`src/hdl/tce_pkg.sv`:
```
// Shared types, codes and constants of the toy CPU execute unit.
package tce_pkg;

  // Storage and field sizes
  localparam int unsigned MEM_WORDS = 4096;
  localparam int unsigned MEM_AW    = $clog2(MEM_WORDS);
  localparam int unsigned DISP_BITS = 12;

  localparam logic [31:0] TERM_ADDR = 32'hFFFF_FF04;
  localparam logic [3:0]  REG_ZERO  = 4'd0;
  localparam logic [3:0]  REG_SP    = 4'd14;
  localparam logic [3:0]  REG_PC    = 4'd15;

  // Operation codes
  localparam logic [3:0] OP_HALT  = 4'd0;
  localparam logic [3:0] OP_TRAP  = 4'd1;
  localparam logic [3:0] OP_CALL  = 4'd2;
  localparam logic [3:0] OP_JUMP  = 4'd3;
  localparam logic [3:0] OP_SWAP  = 4'd4;
  localparam logic [3:0] OP_ARITH = 4'd5;
  localparam logic [3:0] OP_LOGIC = 4'd6;
  localparam logic [3:0] OP_SHIFT = 4'd7;
  localparam logic [3:0] OP_STORE = 4'd8;
  localparam logic [3:0] OP_LOAD  = 4'd9;

  // Mode codes per operation
  localparam logic [3:0] CALL_DIR = 4'd0;
  localparam logic [3:0] CALL_IND = 4'd1;
  localparam int unsigned JMP_IND_BIT = 3;
  localparam logic [2:0] BR_ALW = 3'd0;
  localparam logic [2:0] BR_EQ  = 3'd1;
  localparam logic [2:0] BR_NE  = 3'd2;
  localparam logic [2:0] BR_GT  = 3'd3;
  localparam logic [3:0] M_ADD = 4'd0;
  localparam logic [3:0] M_SUB = 4'd1;
  localparam logic [3:0] M_MUL = 4'd2;
  localparam logic [3:0] M_DIV = 4'd3;
  localparam logic [3:0] M_NOT = 4'd0;
  localparam logic [3:0] M_AND = 4'd1;
  localparam logic [3:0] M_OR  = 4'd2;
  localparam logic [3:0] M_XOR = 4'd3;
  localparam logic [3:0] M_SHL = 4'd0;
  localparam logic [3:0] M_SHR = 4'd1;
  localparam logic [3:0] ST_DIR = 4'd0;
  localparam logic [3:0] ST_CSR = 4'd1;
  localparam logic [3:0] ST_IND = 4'd2;
  localparam logic [3:0] LD_CSR   = 4'd0;
  localparam logic [3:0] LD_ADDI  = 4'd1;
  localparam logic [3:0] LD_MEM   = 4'd2;
  localparam logic [3:0] LD_POST  = 4'd3;
  localparam logic [3:0] LD_WCSR  = 4'd4;
  localparam logic [3:0] LD_ORCSR = 4'd5;
  localparam logic [3:0] LD_MCSR  = 4'd6;
  localparam logic [3:0] LD_MPOST = 4'd7;

  // Control register indexes and cause values
  localparam logic [3:0]  CSR_STATUS  = 4'd0;
  localparam logic [3:0]  CSR_HANDLER = 4'd1;
  localparam logic [3:0]  CSR_CAUSE   = 4'd2;
  localparam logic [31:0] CAUSE_KEY   = 32'd3;
  localparam logic [31:0] CAUSE_TRAP  = 32'd4;

  typedef enum logic [3:0] {
    ALU_ADD = 4'd0,
    ALU_SUB = 4'd1,
    ALU_MUL = 4'd2,
    ALU_AND = 4'd3,
    ALU_OR  = 4'd4,
    ALU_XOR = 4'd5,
    ALU_NOT = 4'd6,
    ALU_SHL = 4'd7,
    ALU_SHR = 4'd8,
    ALU_EQ  = 4'd9,
    ALU_NE  = 4'd10,
    ALU_GT  = 4'd11
  } alu_op_e;

  typedef struct packed {
    logic [3:0]                  req_type;
    logic [3:0]                  op_mode;
    logic [3:0]                  reg_a;
    logic [3:0]                  reg_b;
    logic [3:0]                  reg_c;
    logic signed [DISP_BITS-1:0] displacement;
    logic                        key_valid;
    logic [7:0]                  key_char;
  } req_t;

  typedef struct packed {
    logic [31:0] next_pc;
    logic        halted;
    logic        invalid_op;
    logic        interrupt_taken;
  } res_t;

  typedef struct packed {
    logic        start;
    logic [31:0] dividend;
    logic [31:0] divisor;
  } div_req_t;

  typedef struct packed {
    logic        done;
    logic [31:0] quotient;
  } div_rsp_t;

endpackage

```
`src/hdl/tce_alu.sv`:
```
// Shared arithmetic, logic, shift and compare unit.
module tce_alu import tce_pkg::*; (
  input  alu_op_e     op_i,
  input  logic [31:0] x_i,
  input  logic [31:0] y_i,
  output logic [31:0] r_o,
  output logic        cond_o
);

  always_comb begin
    r_o    = '0;
    cond_o = 1'b0;
    case (op_i)
      ALU_ADD: r_o = x_i + y_i;
      ALU_SUB: r_o = x_i - y_i;
      ALU_MUL: r_o = x_i * y_i;
      ALU_AND: r_o = x_i & y_i;
      ALU_OR:  r_o = x_i | y_i;
      ALU_XOR: r_o = x_i ^ y_i;
      ALU_NOT: r_o = ~x_i;
      // shift amounts of 32 or more clear the word
      ALU_SHL: r_o = (|y_i[31:5]) ? '0 : (x_i << y_i[4:0]);
      ALU_SHR: r_o = (|y_i[31:5]) ? '0 : (x_i >> y_i[4:0]);
      ALU_EQ:  cond_o = (x_i == y_i);
      ALU_NE:  cond_o = (x_i != y_i);
      ALU_GT:  cond_o = ($signed(x_i) > $signed(y_i));
      default: r_o = '0;
    endcase
  end

endmodule

```
`config.mk`:
```
export PLATFORM = sky130hd
export DESIGN_NAME = tce_alu
export DESIGN_NICKNAME = d
export VERILOG_FILES = /design/src/hdl/tce_pkg.sv /design/src/hdl/tce_alu.sv
export SDC_FILE = /design/constraint.sdc
export NUM_CORES = 2
export LEC_CHECK = 0
export BUFFER_PORTS_ARGS = -buffer_cell sky130_fd_sc_hd__buf_2
export CAP_MARGIN = 10
export CELL_PAD_IN_SITES_DETAIL_PLACEMENT = 0
export CELL_PAD_IN_SITES_GLOBAL_PLACEMENT = 1
export CORE_MARGIN = 2
export CORE_UTILIZATION = 54
export DETAILED_ROUTE_END_ITERATION = 16
export PLACE_DENSITY_LB_ADDON = 0.1
export SYNTH_ARGS = -nofsm -noshare
export SYNTH_HDL_FRONTEND = slang
export SYNTH_SLANG_ARGS = --single-unit
```
`constraint.sdc`:
```
create_clock -name vclk -period 23.1
set_input_delay 1.155 -clock vclk [all_inputs]
set_output_delay 1.155 -clock vclk [all_outputs]
set_load 0.01 [all_outputs]
```
* Yosys cells after proc, flatten, opt, wreduce, memory -nomap -nowiden
Cells that the tools add are included.
Storage, ports and cells: flip-flop bits (word level) 0, bits of input ports 68
Cells by class: multipliers 1, bitwise logic cells 4, add/subtract/negate cells 2, shifts and indexed selects 2, reduce and logical (&&, ||, !) cells 2, equality and inequality tests 13, $lt $le $gt $ge 1, muxes and demuxes 4
Operators with widths (count):
- $pmux 32 s9 | 1
- $mux 32 | 2
- $add 32x32->32 | 1
- $and 32x32->32 | 1
- $eq 32x32->1 | 1
- $gt 32x32->1 | 1
- $mul 32x32->32 | 1
- $ne 32x32->1 | 1
- $not 32->32 | 1
- $or 32x32->32 | 1
- $shl 32x5->32 | 1
- $shr 32x5->32 | 1
- $sub 32x32->32 | 1
- $xor 32x32->32 | 1
- $reduce_or 27->1 | 1
- $eq 4x3->1 const B | 4
- $eq 4x4->1 const B | 4
- $eq 4x2->1 const B | 2
- $eq 4x1->1 const B | 1
- $logic_not 4->1 | 1
- $pmux 1 s3 | 1

* Longest topological paths before layout
depth after elaboration 3, gate-level depth with buffers 30, gate-level depth less buffers 26

* Worst setup path after synthesis
OpenSTA, ideal clock, no wires.
kind input to output, start in y_i[3], end out r_o[28], stages 26, slack 13.485 ns, path buffers 4, arrival 8.460 ns, required time 21.945 ns, path through buf_1 -> inv_1 -> clkbuf_1 -> clkbuf_1 -> buf_1 -> nor2_1 -> fa_1 -> fa_1 -> fa_1 -> inv_1 -> fa_1 -> inv_1 -> fa_1 -> fa_1 -> fa_1 -> fa_1 -> ha_1 -> a21o_1 -> a21o_1 -> a21o_1 -> a21o_1 -> a211o_1 -> a21oi_1 -> xor2_1 -> o21ai_1 -> a211o_1
Between the ends: cells in the longest elaborated chain, start to end 3, elaborated cells between the ends (all ways) 8
Ends and longest elaborated chain:
- start, declared | RTL line tce_alu.sv:5 | input logic [31:0] y_i,
- parallel branches: the longest is 2 deep, another holds $mul 32x32->32
- $pmux 32 s9 (*) | RTL line tce_alu.sv:13 | case (op_i)
- end, declared | RTL line tce_alu.sv:6 | output logic [31:0] r_o,
Mark *: on every way between the ends.

* Worst setup path after layout
start in x_i[5], end out r_o[13]
Between the ends: cells in the longest elaborated chain, start to end 3, elaborated cells between the ends (all ways) 8
Ends and longest elaborated chain:
- start, declared | RTL line tce_alu.sv:4 | input logic [31:0] x_i,
- parallel branches: the longest is 2 deep, another holds $mul 32x32->32
- $pmux 32 s9 (*) | RTL line tce_alu.sv:13
Marks and branches as above.

==> run_results.csv <==
group,metric,value,unit
outcome,outcome,"finished clean",
die,io_pins,101,
worst_setup_path,end_kind,"primary output",
yosys,synth_top_area_cell,"fa_1",
timing,period_share,46.4,%
yosys,syn-mean-instance-area,7.90,µm²
job,cap_viol_max_count,0,
global_routing,grt_pass1_wl,154000,µm
timing,holdWs,2.77,ns
routing,first_iter_violations,2409,
worst_setup_path,critPathMaxFanout,18,
yosys,synthCells,3004,
global_routing,grt_remaining_overflow,0,
place,io_buffers,101,
yosys,yosys_warnings,0,
die,start_util,54.8,%
min_path,hold_path_class,"in2out",
worst_setup_path,critPathRequiredTime,21.95,ns
timing,slew_violations,0,
routing,postRouteAntennaNets,0,
global_routing,grt_pass1_vias,24000,
place,placedCellCount,3553,
min_path,hp-start,"op_i[3]",
yosys,synth_top_cell_area_share,34.6,%
timing,hold_viol_final,0,
timing,fin_setup_tns,0,ns
timing,max_freq,0.0933,GHz
timing,rsz0062_at_grt,"no",
clock_network,cts_hold_buf,0,
global_routing,grt_max_degree,67,
die,die_x,214,µm
finish,fin_cells,3559,
finish,area_growth,3.75,%
finish,nClkBuffers,0,
yosys,synth.distinct_cells,93,
yosys,synth_area_leaders,"fa_1 (35%), ha_1 (12%), nor2_1 (7.4%), inv_1 (7.3%), nand2_1 (5.0%)",
global_routing,grt_use_total,46.6,%
routing,via_per_inst,6.64,
yosys,syn-num-nets,3702,
clock_network,cts_setup_buffers,0,
worst_setup_path,critical_path_class,"in2out",
yosys,synth.cell_area,23700,µm²
die,dieHeight,214,µm
clock_network,cts_resized,0,
worst_setup_path,worstSetupStartpointType,"input pin",
timing,fin_crit,10.71,ns
worst_setup_path,critPathLaunch,"x_i[5]",
die,dieArea,45600,µm²
die,coreArea,43300,µm²
routing,route.detailed.drc,0,
finish,nFillCells,4104,
routing,routed_wl,105000,µm
finish,design.seq.count,0,
routing,num_vias,23600,
yosys,synth_seq_area_share,0,%
die,num_rows,76,
routing,wire_per_inst,29.6,µm
finish,post_route_cells_drive_above_1_share,8.52,%
timing,setup_viol,0,
place,gp_congestion,1.01,
timing,max_slew_margin,16.5,%
routing,drt_pass1_iterations,6,
finish,ff_latch_area,0,µm²
global_routing,antenna_found_initial,3,
finish,nets,3669,
timing,worstMarginPinSlew,1.22,ns
place,dp_hpwl,80100,µm
worst_setup_path,arrival,9.56,ns
critical path, cell delays in order:
cell       delay (ns)
buf_2            0.07
buf_4            0.37
clkinv_1         0.74
nor2_1           0.33
fa_1             0.47
fa_1             0.52
fa_1             0.45
fa_1             0.55
ha_1             0.23
ha_1             0.27
inv_1            0.04
fa_1             0.47
inv_1            0.05
fa_1             0.44
ha_1             0.23
o41ai_2          0.78
nand2b_1         0.20
a21o_1           0.23
a21oi_2          0.14
xnor2_1          0.11
a2111oi_0        1.08
o21ai_1          0.32
buf_2            0.25
path summary, 6_finish.rpt:
| kind | to | depth (start not counted) |
|---|---|---|
| max | r_o[13] | 23 |
| min | r_o[0] | 3 |
stage by stage:
step                      util (%)  instance area (µm²)  setup WS [ns]
after floorplan                  -                23700          13.49
after global placement        56.8                24600          12.67
after detailed placement      56.8                24600          12.58
after CTS                     56.8                24600          12.59
after global routing          56.9                24600          12.23
final                         56.9                24600          12.39
cell families after synthesis:
logic type	share of synthesized area (%)
adders and majority gates	46.2
xor gates and xnor gates	3.65
muxes	6.98
and+or+nand+nor	16.6
buffers and inverters	11.0
AOI/OAI and AO/OA	15.6
placed cells by master (no fill, tap or decap), drive strengths merged, types with 30 or more instances in the layout:
| master | instances |
|---|---|
| ha | 220 |
| mux4 | 34 |
| xnor2 | 78 |
| buf | 155 |
| mux2i | 58 |
| nor3 | 30 |
| nand2 | 313 |
| o21ai | 112 |
| nor2 | 470 |
| fa | 410 |
| a21oi | 141 |
| a211oi | 32 |
| inv | 466 |
Yosys cell counts (14+ instances only):
cell type	instances
clkbuf_1	126
buf_1	29
nand4_1	15
a21o_1	17
o31ai_1	14
a221oi_1	25
o221ai_1	16
a211o_1	18
nor2_1	469
buf_2	25
xor2_1	21
a21oi_1	139
mux2_2	25
a211oi_1	29
fa_1	410
nor4_1	14
o211ai_1	18
o21ai_0	103
mux2i_1	57
mux4_2	34
o22ai_1	25
nand2b_1	19
nor3_1	28
ha_1	220
nand2_1	313
xnor2_1	78
inv_1	461
nand3_1	23
layout make-up:
type,instances,area (µm²),share of cell area (%)
multi-input cells,2334,21100,85.9
inverters,479,1800,7.30
repair buffers,156,928,3.77
well taps,585,732,2.97
diodes,5,12.5,0.0508
layer usage:
metal / up-vias / track usage (%) / routed length (µm)
met3: 491 / 13.4 / 13500
met1: 11600 / 57.3 / 37200
met5: - / 0 / 10
met4: 2 / 32.8 / 8960
met2: 1795 / 70.5 / 45500
li1: 9709 / - / -
