**config.mk**
```make
export PLATFORM = sky130hd
export DESIGN_NAME = tce_div
export DESIGN_NICKNAME = d
export VERILOG_FILES = /design/src/hdl/tce_pkg.sv /design/src/hdl/tce_div.sv
export SDC_FILE = /design/constraint.sdc
export NUM_CORES = 1
export LEC_CHECK = 0
export ABC_AREA = 1
export BUFFER_PORTS_ARGS = -buffer_cell sky130_fd_sc_hd__clkbuf_2
export CAP_MARGIN = 20
export CELL_PAD_IN_SITES_DETAIL_PLACEMENT = 0
export CELL_PAD_IN_SITES_GLOBAL_PLACEMENT = 1
export CORE_MARGIN = 5
export CORE_UTILIZATION = 41
export DETAILED_ROUTE_END_ITERATION = 16
export PLACE_DENSITY_LB_ADDON = 0.1
export SYNTH_ARGS = -nofsm -noshare
export SYNTH_HDL_FRONTEND = slang
export SYNTH_SLANG_ARGS = --single-unit
```
**constraint.sdc**
```tcl
create_clock -name clk_i -period 2.6 [get_ports clk_i]
set_clock_uncertainty 0.15 [all_clocks]
set_input_delay 0.52 -clock clk_i [delete_from_list [all_inputs] [get_ports clk_i]]
set_output_delay 0.52 -clock clk_i [all_outputs]
set_load 0.1 [all_outputs]
```
**src/hdl/tce_pkg.sv**
```systemverilog
// Shared types, codes and constants of the toy CPU execute unit.
package tce_pkg;

  // Storage and field sizes
  localparam int unsigned MEM_WORDS = 4096;
  localparam int unsigned MEM_AW    = $clog2(MEM_WORDS);
  localparam int unsigned DISP_BITS = 12;

  localparam logic [31:0] TERM_ADDR = 32'hFFFF_FF04;
  localparam logic [3:0]  REG_ZERO  = 4'd0;
  localparam logic [3:0]  REG_SP    = 4'd14;
  localparam logic [3:0]  REG_PC    = 4'd15;

  // Operation codes
  localparam logic [3:0] OP_HALT  = 4'd0;
  localparam logic [3:0] OP_TRAP  = 4'd1;
  localparam logic [3:0] OP_CALL  = 4'd2;
  localparam logic [3:0] OP_JUMP  = 4'd3;
  localparam logic [3:0] OP_SWAP  = 4'd4;
  localparam logic [3:0] OP_ARITH = 4'd5;
  localparam logic [3:0] OP_LOGIC = 4'd6;
  localparam logic [3:0] OP_SHIFT = 4'd7;
  localparam logic [3:0] OP_STORE = 4'd8;
  localparam logic [3:0] OP_LOAD  = 4'd9;

  // Mode codes per operation
  localparam logic [3:0] CALL_DIR = 4'd0;
  localparam logic [3:0] CALL_IND = 4'd1;
  localparam int unsigned JMP_IND_BIT = 3;
  localparam logic [2:0] BR_ALW = 3'd0;
  localparam logic [2:0] BR_EQ  = 3'd1;
  localparam logic [2:0] BR_NE  = 3'd2;
  localparam logic [2:0] BR_GT  = 3'd3;
  localparam logic [3:0] M_ADD = 4'd0;
  localparam logic [3:0] M_SUB = 4'd1;
  localparam logic [3:0] M_MUL = 4'd2;
  localparam logic [3:0] M_DIV = 4'd3;
  localparam logic [3:0] M_NOT = 4'd0;
  localparam logic [3:0] M_AND = 4'd1;
  localparam logic [3:0] M_OR  = 4'd2;
  localparam logic [3:0] M_XOR = 4'd3;
  localparam logic [3:0] M_SHL = 4'd0;
  localparam logic [3:0] M_SHR = 4'd1;
  localparam logic [3:0] ST_DIR = 4'd0;
  localparam logic [3:0] ST_CSR = 4'd1;
  localparam logic [3:0] ST_IND = 4'd2;
  localparam logic [3:0] LD_CSR   = 4'd0;
  localparam logic [3:0] LD_ADDI  = 4'd1;
  localparam logic [3:0] LD_MEM   = 4'd2;
  localparam logic [3:0] LD_POST  = 4'd3;
  localparam logic [3:0] LD_WCSR  = 4'd4;
  localparam logic [3:0] LD_ORCSR = 4'd5;
  localparam logic [3:0] LD_MCSR  = 4'd6;
  localparam logic [3:0] LD_MPOST = 4'd7;

  // Control register indexes and cause values
  localparam logic [3:0]  CSR_STATUS  = 4'd0;
  localparam logic [3:0]  CSR_HANDLER = 4'd1;
  localparam logic [3:0]  CSR_CAUSE   = 4'd2;
  localparam logic [31:0] CAUSE_KEY   = 32'd3;
  localparam logic [31:0] CAUSE_TRAP  = 32'd4;

  typedef enum logic [3:0] {
    ALU_ADD = 4'd0,
    ALU_SUB = 4'd1,
    ALU_MUL = 4'd2,
    ALU_AND = 4'd3,
    ALU_OR  = 4'd4,
    ALU_XOR = 4'd5,
    ALU_NOT = 4'd6,
    ALU_SHL = 4'd7,
    ALU_SHR = 4'd8,
    ALU_EQ  = 4'd9,
    ALU_NE  = 4'd10,
    ALU_GT  = 4'd11
  } alu_op_e;

  typedef struct packed {
    logic [3:0]                  req_type;
    logic [3:0]                  op_mode;
    logic [3:0]                  reg_a;
    logic [3:0]                  reg_b;
    logic [3:0]                  reg_c;
    logic signed [DISP_BITS-1:0] displacement;
    logic                        key_valid;
    logic [7:0]                  key_char;
  } req_t;

  typedef struct packed {
    logic [31:0] next_pc;
    logic        halted;
    logic        invalid_op;
    logic        interrupt_taken;
  } res_t;

  typedef struct packed {
    logic        start;
    logic [31:0] dividend;
    logic [31:0] divisor;
  } div_req_t;

  typedef struct packed {
    logic        done;
    logic [31:0] quotient;
  } div_rsp_t;

endpackage

```
**src/hdl/tce_div.sv**
```systemverilog
// Iterative restoring divider, one quotient bit per cycle.
module tce_div import tce_pkg::*; (
  input  logic     clk_i,
  input  logic     rst_ni,
  input  div_req_t req_i,
  output div_rsp_t rsp_o
);

  logic [5:0]  cnt_q;
  logic        done_q;
  logic [31:0] rem_q, quo_q, dvs_q;
  logic [32:0] trial;

  // shifted partial remainder; a zero divisor always fits, giving all ones
  assign trial = {rem_q, quo_q[31]} - {1'b0, dvs_q};

  always_ff @(posedge clk_i or negedge rst_ni) begin
    if (!rst_ni) begin
      cnt_q  <= '0;
      done_q <= 1'b0;
    end else begin
      done_q <= 1'b0;
      if (req_i.start) begin
        cnt_q <= 6'd32;
      end else if (cnt_q != '0) begin
        cnt_q <= cnt_q - 6'd1;
        if (cnt_q == 6'd1) begin
          done_q <= 1'b1;
        end
      end
    end
  end

  // datapath
  always_ff @(posedge clk_i) begin
    if (req_i.start) begin
      rem_q <= '0;
      quo_q <= req_i.dividend;
      dvs_q <= req_i.divisor;
    end else if (cnt_q != '0) begin
      if (!trial[32]) begin
        rem_q <= trial[31:0];
        quo_q <= {quo_q[30:0], 1'b1};
      end else begin
        rem_q <= {rem_q[30:0], quo_q[31]};
        quo_q <= {quo_q[30:0], 1'b0};
      end
    end
  end

  assign rsp_o.done     = done_q;
  assign rsp_o.quotient = quo_q;

endmodule

```
### After elaboration in Yosys (flattened, before gate mapping)

Index checks and enable logic that the tools add are counted.

| word-level totals | value |
|---|---|
| bits of input ports | 67 |
| word-level logic and storage cells | 19 |
| flip-flop bits (word level) | 103 |

| operators by class | value |
|---|---|
| muxes and demuxes | 9 |
| equal/unequal tests | 1 |
| add/sub/neg operators | 2 |
| reduce and logical (&&, ||, !) cells | 2 |

Operator list:

| cell | count |
|---|---|
| 32-bit 2-to-1 mux | 3 |
| 33-bit by 32-bit subtractor with 33-bit output | 1 |
| 6-bit 2-to-1 mux | 2 |
| 6-bit by 1-bit == test with 1-bit output (second input constant) | 1 |
| 6-bit nonzero test | 1 |
| 6-bit by 1-bit subtractor with 6-bit output (second input constant) | 1 |
| 1-bit 2-to-1 mux | 4 |
| 2-bit nonzero test | 1 |

### Depth between registers and ports, before layout

| depth | value |
|---|---|
| depth in word-level cells | 4 |
| gate-level depth with buffers | 18 |

### Worst setup path after synthesis

Ideal clock, no wire load.

| timing path | value |
|---|---|
| kind | register to register |
| from | register quo_q[31] |
| to | register quo_q[0] (data pin) |
| setup time | 0.265 ns |
| buffers on the path | 1 |
| cell stages (with the launch flop) | 17 |
| clock period less this slack | 3.143 ns |
| path slack | -0.543 ns |
| arrival time | 2.728 ns |
| cells stage by stage | edfxtp_1 > inv_1 > ha_1 > fa_1 > inv_2 > nand2_1 > nand2_1 > nand3_1 > nand2_1 > nand2_1 > nand2_1 > nand2_2 > nand2_2 > nand2_2 > nand2_4 > buf_6 > o21ai_1 |

| on the way | value |
|---|---|
| cells in the longest elaborated chain, start to end | 4 |

Ends and longest elaborated chain:

| item | line | RTL |
|---|---|---|
| start: declaration | tce_div.sv:11 | `logic [31:0] rem_q, quo_q, dvs_q;` |
| start signal: assignment | tce_div.sv:38 | `quo_q <= req_i.dividend;` |
| start signal: assignment | tce_div.sv:43 | `quo_q <= {quo_q[30:0], 1'b1};` |
| start signal: assignment | tce_div.sv:46 | `quo_q <= {quo_q[30:0], 1'b0};` |
| 33-bit by 32-bit subtractor with 33-bit output | tce_div.sv:15 | `assign trial = {rem_q, quo_q[31]} - {1'b0, dvs_q};` |
| 1-bit 2-to-1 mux | tce_div.sv:41 | `if (!trial[32]) begin` |
| 32-bit 2-to-1 mux | tce_div.sv:40 | `end else if (cnt_q != '0) begin` |
| 32-bit 2-to-1 mux | tce_div.sv:36 | `if (req_i.start) begin` |

No other way between the ends. The select of a mux whose other input is x is not followed.
A chain may end at the register's enable or synchronous reset.

### Worst setup path after layout

| timing path | value |
|---|---|
| from | register dvs_q[0] |
| to | register rem_q[24] |

| on the way | value |
|---|---|
| cells in the longest elaborated chain, start to end | 2 |

Ends and longest elaborated chain:

| item | line | RTL |
|---|---|---|
| start: declaration | tce_div.sv:11 |  |
| start signal: assignment | tce_div.sv:39 | `dvs_q <= req_i.divisor;` |
| 33-bit by 32-bit subtractor with 33-bit output | tce_div.sv:15 |  |
| 32-bit 2-to-1 mux | tce_div.sv:41 |  |
| end signal: assignment | tce_div.sv:42 | `rem_q <= trial[31:0];` |
| end signal: assignment | tce_div.sv:45 | `rem_q <= {rem_q[30:0], quo_q[31]};` |
| end: declaration | tce_div.sv:11 |  |

No other way between the ends.

==> run metrics <==
top layer in use=met4; Critical R2R Launch=dvs_q[0]; min cycle time layout=2460 ps; period utilization=94.8%; Leak=roughly 4.6 nW; #FFs+latches synth=between 100 and 150; die area=a little under 20,000 um^2; origin of the worst setup path=dvs_q[0]; initial antenna violation count=0; Worst-path clk slew=90 ps; largest net degree at the start of global routing=48; total wire length=17.9 mm; Via Count=6,117; fmax=0.406 GHz; Pins Over Slew Limit=0; CTS tree=done; M1 WL=about 9.1 mm; cell area after placement=roughly 7700 um^2; Slew headroom=63.1%; Die X=roughly 140 um; XOR/XNOR Fraction of Synth Area=2.16%; fill cell total of the finished layout=1,728; WP data required=2710 ps; first-pass GRT wire length=29.3 mm; Layout area overhead=18.1%; status=finished, final reports clean; Antenna Violating Nets Remaining=0; fin area=8130 um^2; slew of the pin with the lowest slew margin=553 ps; mux cell area share after synthesis=0%; WL met3=879 um; DR WL/cell=about 13 um; CP Launch Type=register; crit-path max FO=14; worst setup margin=~140 ps; hold depth=1; clk_lat worst skew=~370 ps; Core Rows=between 40 and 50; final std cells w/o fill=1,367; Fin Hold WS=170 ps; Hold Path Origin=req_i[31]; Peak VDD IR=0.504 mV; clock sink count=103; pre-CTS WS=103 ps; simple-gate portion of the synthesized area=36.1%; Initial Util=between 40% and 50%; compound-gate portion of the synthesized area=2.54%; I/O pin count=100; commonest non-fill, non-tap cell in the layout=nand2_1; most frequent cells in the layout=nand2_1, inv_1, clkbuf_2; largest family of logic cells by synthesized area=simple AND/OR/NAND/NOR gates; Cells after DPL=1,345; Via density=4.47; synth warn=0; Synth cell types=35; Worst Hold Class=input pin to register; critical path type=register to register; number of global-route vias before repair=just under 6k; Post-synth EDFFs=64; PwrDens=632 nW/um^2; register area share after synthesis=between 30% and 40%; share of layout cells above drive strength 1=between 10% and 20%; ant diodes=0; r2r worst-path depth=17; Placer Congestion=0.880; post-synthesis cell count=1,028; Primary FF master, synth=edfxtp_1; TritonCTS buffer count=9; port bufs=roughly 100; DRC Markers=0; final hold vios=0; Die Ht=about 140 um; CTS root buf=clkbuf_16; grt ovf=0; Iter 0 DRT Violations=318; first drt pass iteration count=5; Mapped Nets=1,130; Core Area=16,500 um^2; Crit. End Element=register; final setup violating endpoints=0; # nets final=1,244; asr flop ratio synth=6.80%; syn_area_per_cell=6.70 um^2; clk buf depth=2; Power Total=5.14 mW; adder-cell area share of the yosys netlist=approximately 6.5%; Max Cap Viol=0; Arrival @ worst endpoint=2570 ps; post-synthesis cell area=6890 um^2; Post-DP HPWL=approximately 14 mm; CTS H-tree depth=3; gr usage total=18.7%; met2 WL=7.70 mm
==> final cells by class <==
cell class                      instances  area (um^2)  share of cell area [%]
Inverter                              208          781                    9.60
Sequential cell                       103         2740                    33.7
Clock inverter                          6         70.1                   0.862
Multi-Input combinational cell        698         3310                    40.7
Clock buffer                           10          239                    2.94
Timing Repair Buffer                  122          716                    8.80
Tap cell                              220          275                    3.39
==> cell families (layout without fill, tap and decap cells) <==
family          after synthesis  count (layout)
compound gates               32              32
xor+xnor                     17              17
fa+ha+maj                    35              35
buf+inv                     227             346
flops                       103             103
simple gates                614             614
==> sequential cells by signal (all words and copies together), names as in the netlist <==
name / count
quo_q: 32
done_q: 1
rem_q: 32
dvs_q: 32
cnt_q: 6
==> worst max-delay path, cell delays in order, from the launching register on <==
cell and delay [ps]:
edfxtp_1 410, ha_4 190, fa_2 390, inv_2 70, nand2_1 60, nand2_2 80
nand3_1 80, nand2_2 90, nand2_1 60, nand2_2 90, nand2_4 80, nand2_4 80
nand2_2 60, nand2_4 120, buf_12 150, nand2_1 60, nand3_1 80, nand2_1 50
==> cell usage after synthesis, types with 7 or more instances <==
cell        n  area (um^2)
inv_2       7         26.3
inv_1     199          747
nand2_1   469         1760
nand3_1    63          315
dfrtp_1     7          175
nor3_1      7         35.0
clkbuf_1   10         37.5
nand4_1     9         56.3
dfxtp_1    32          641
ha_1       34          425
a21oi_1    19         95.1
xnor2_1    15          131
nor2_1     47          176
and2_1      7         43.8
edfxtp_1   64         1920
==> per-layer routing <==
metal | vias up | GRT usage, %
met5 | - | 0
met4 | 0 | 3.62
met3 | 16 | 4.60
met2 | 117 | 28.9
met1 | 2638 | 26.8
li1 | 3346 | -
==> per-stage QoR <==
| step | util [%] | TNS [ps] |
|---|---|---|
| 2_1_floorplan | - | -12040 |
| 3_3_place_gp | 46.7 | 0 |
| 3_5_place_dp | 46.7 | 0 |
| 4_1_cts | 48.6 | 0 |
| 5_1_grt | 49.2 | -6.41 |
| 6_report | 49.2 | 0 |
==> power breakdown <==
group	total [mW]	switching, mW	internal, mW
sequential	2.07	0.107	1.96
clock	1.44	0.729	0.712
combinational	1.63	1.28	0.351
==> worst paths after layout <==
path,slack [ps],to
setup reg to reg,140,rem_q[24]
setup / recovery,140,rem_q[24]
hold / removal,170,dvs_q[31]
max in group asynchronous,1740,cnt_q[5]
hold reg to reg,320,rem_q[14]
min in group asynchronous,380,cnt_q[0]
==> timing repair <==
action | 4_1_cts | 5_1_grt
setup endpoints to repair | 0 | 30
setup buffers | 0 | 5
hold buffers | 1 | 0
hold endpoints to repair | 7 | 0
gates resized for setup | 0 | 14
Power figures use the tool's default switching activity.
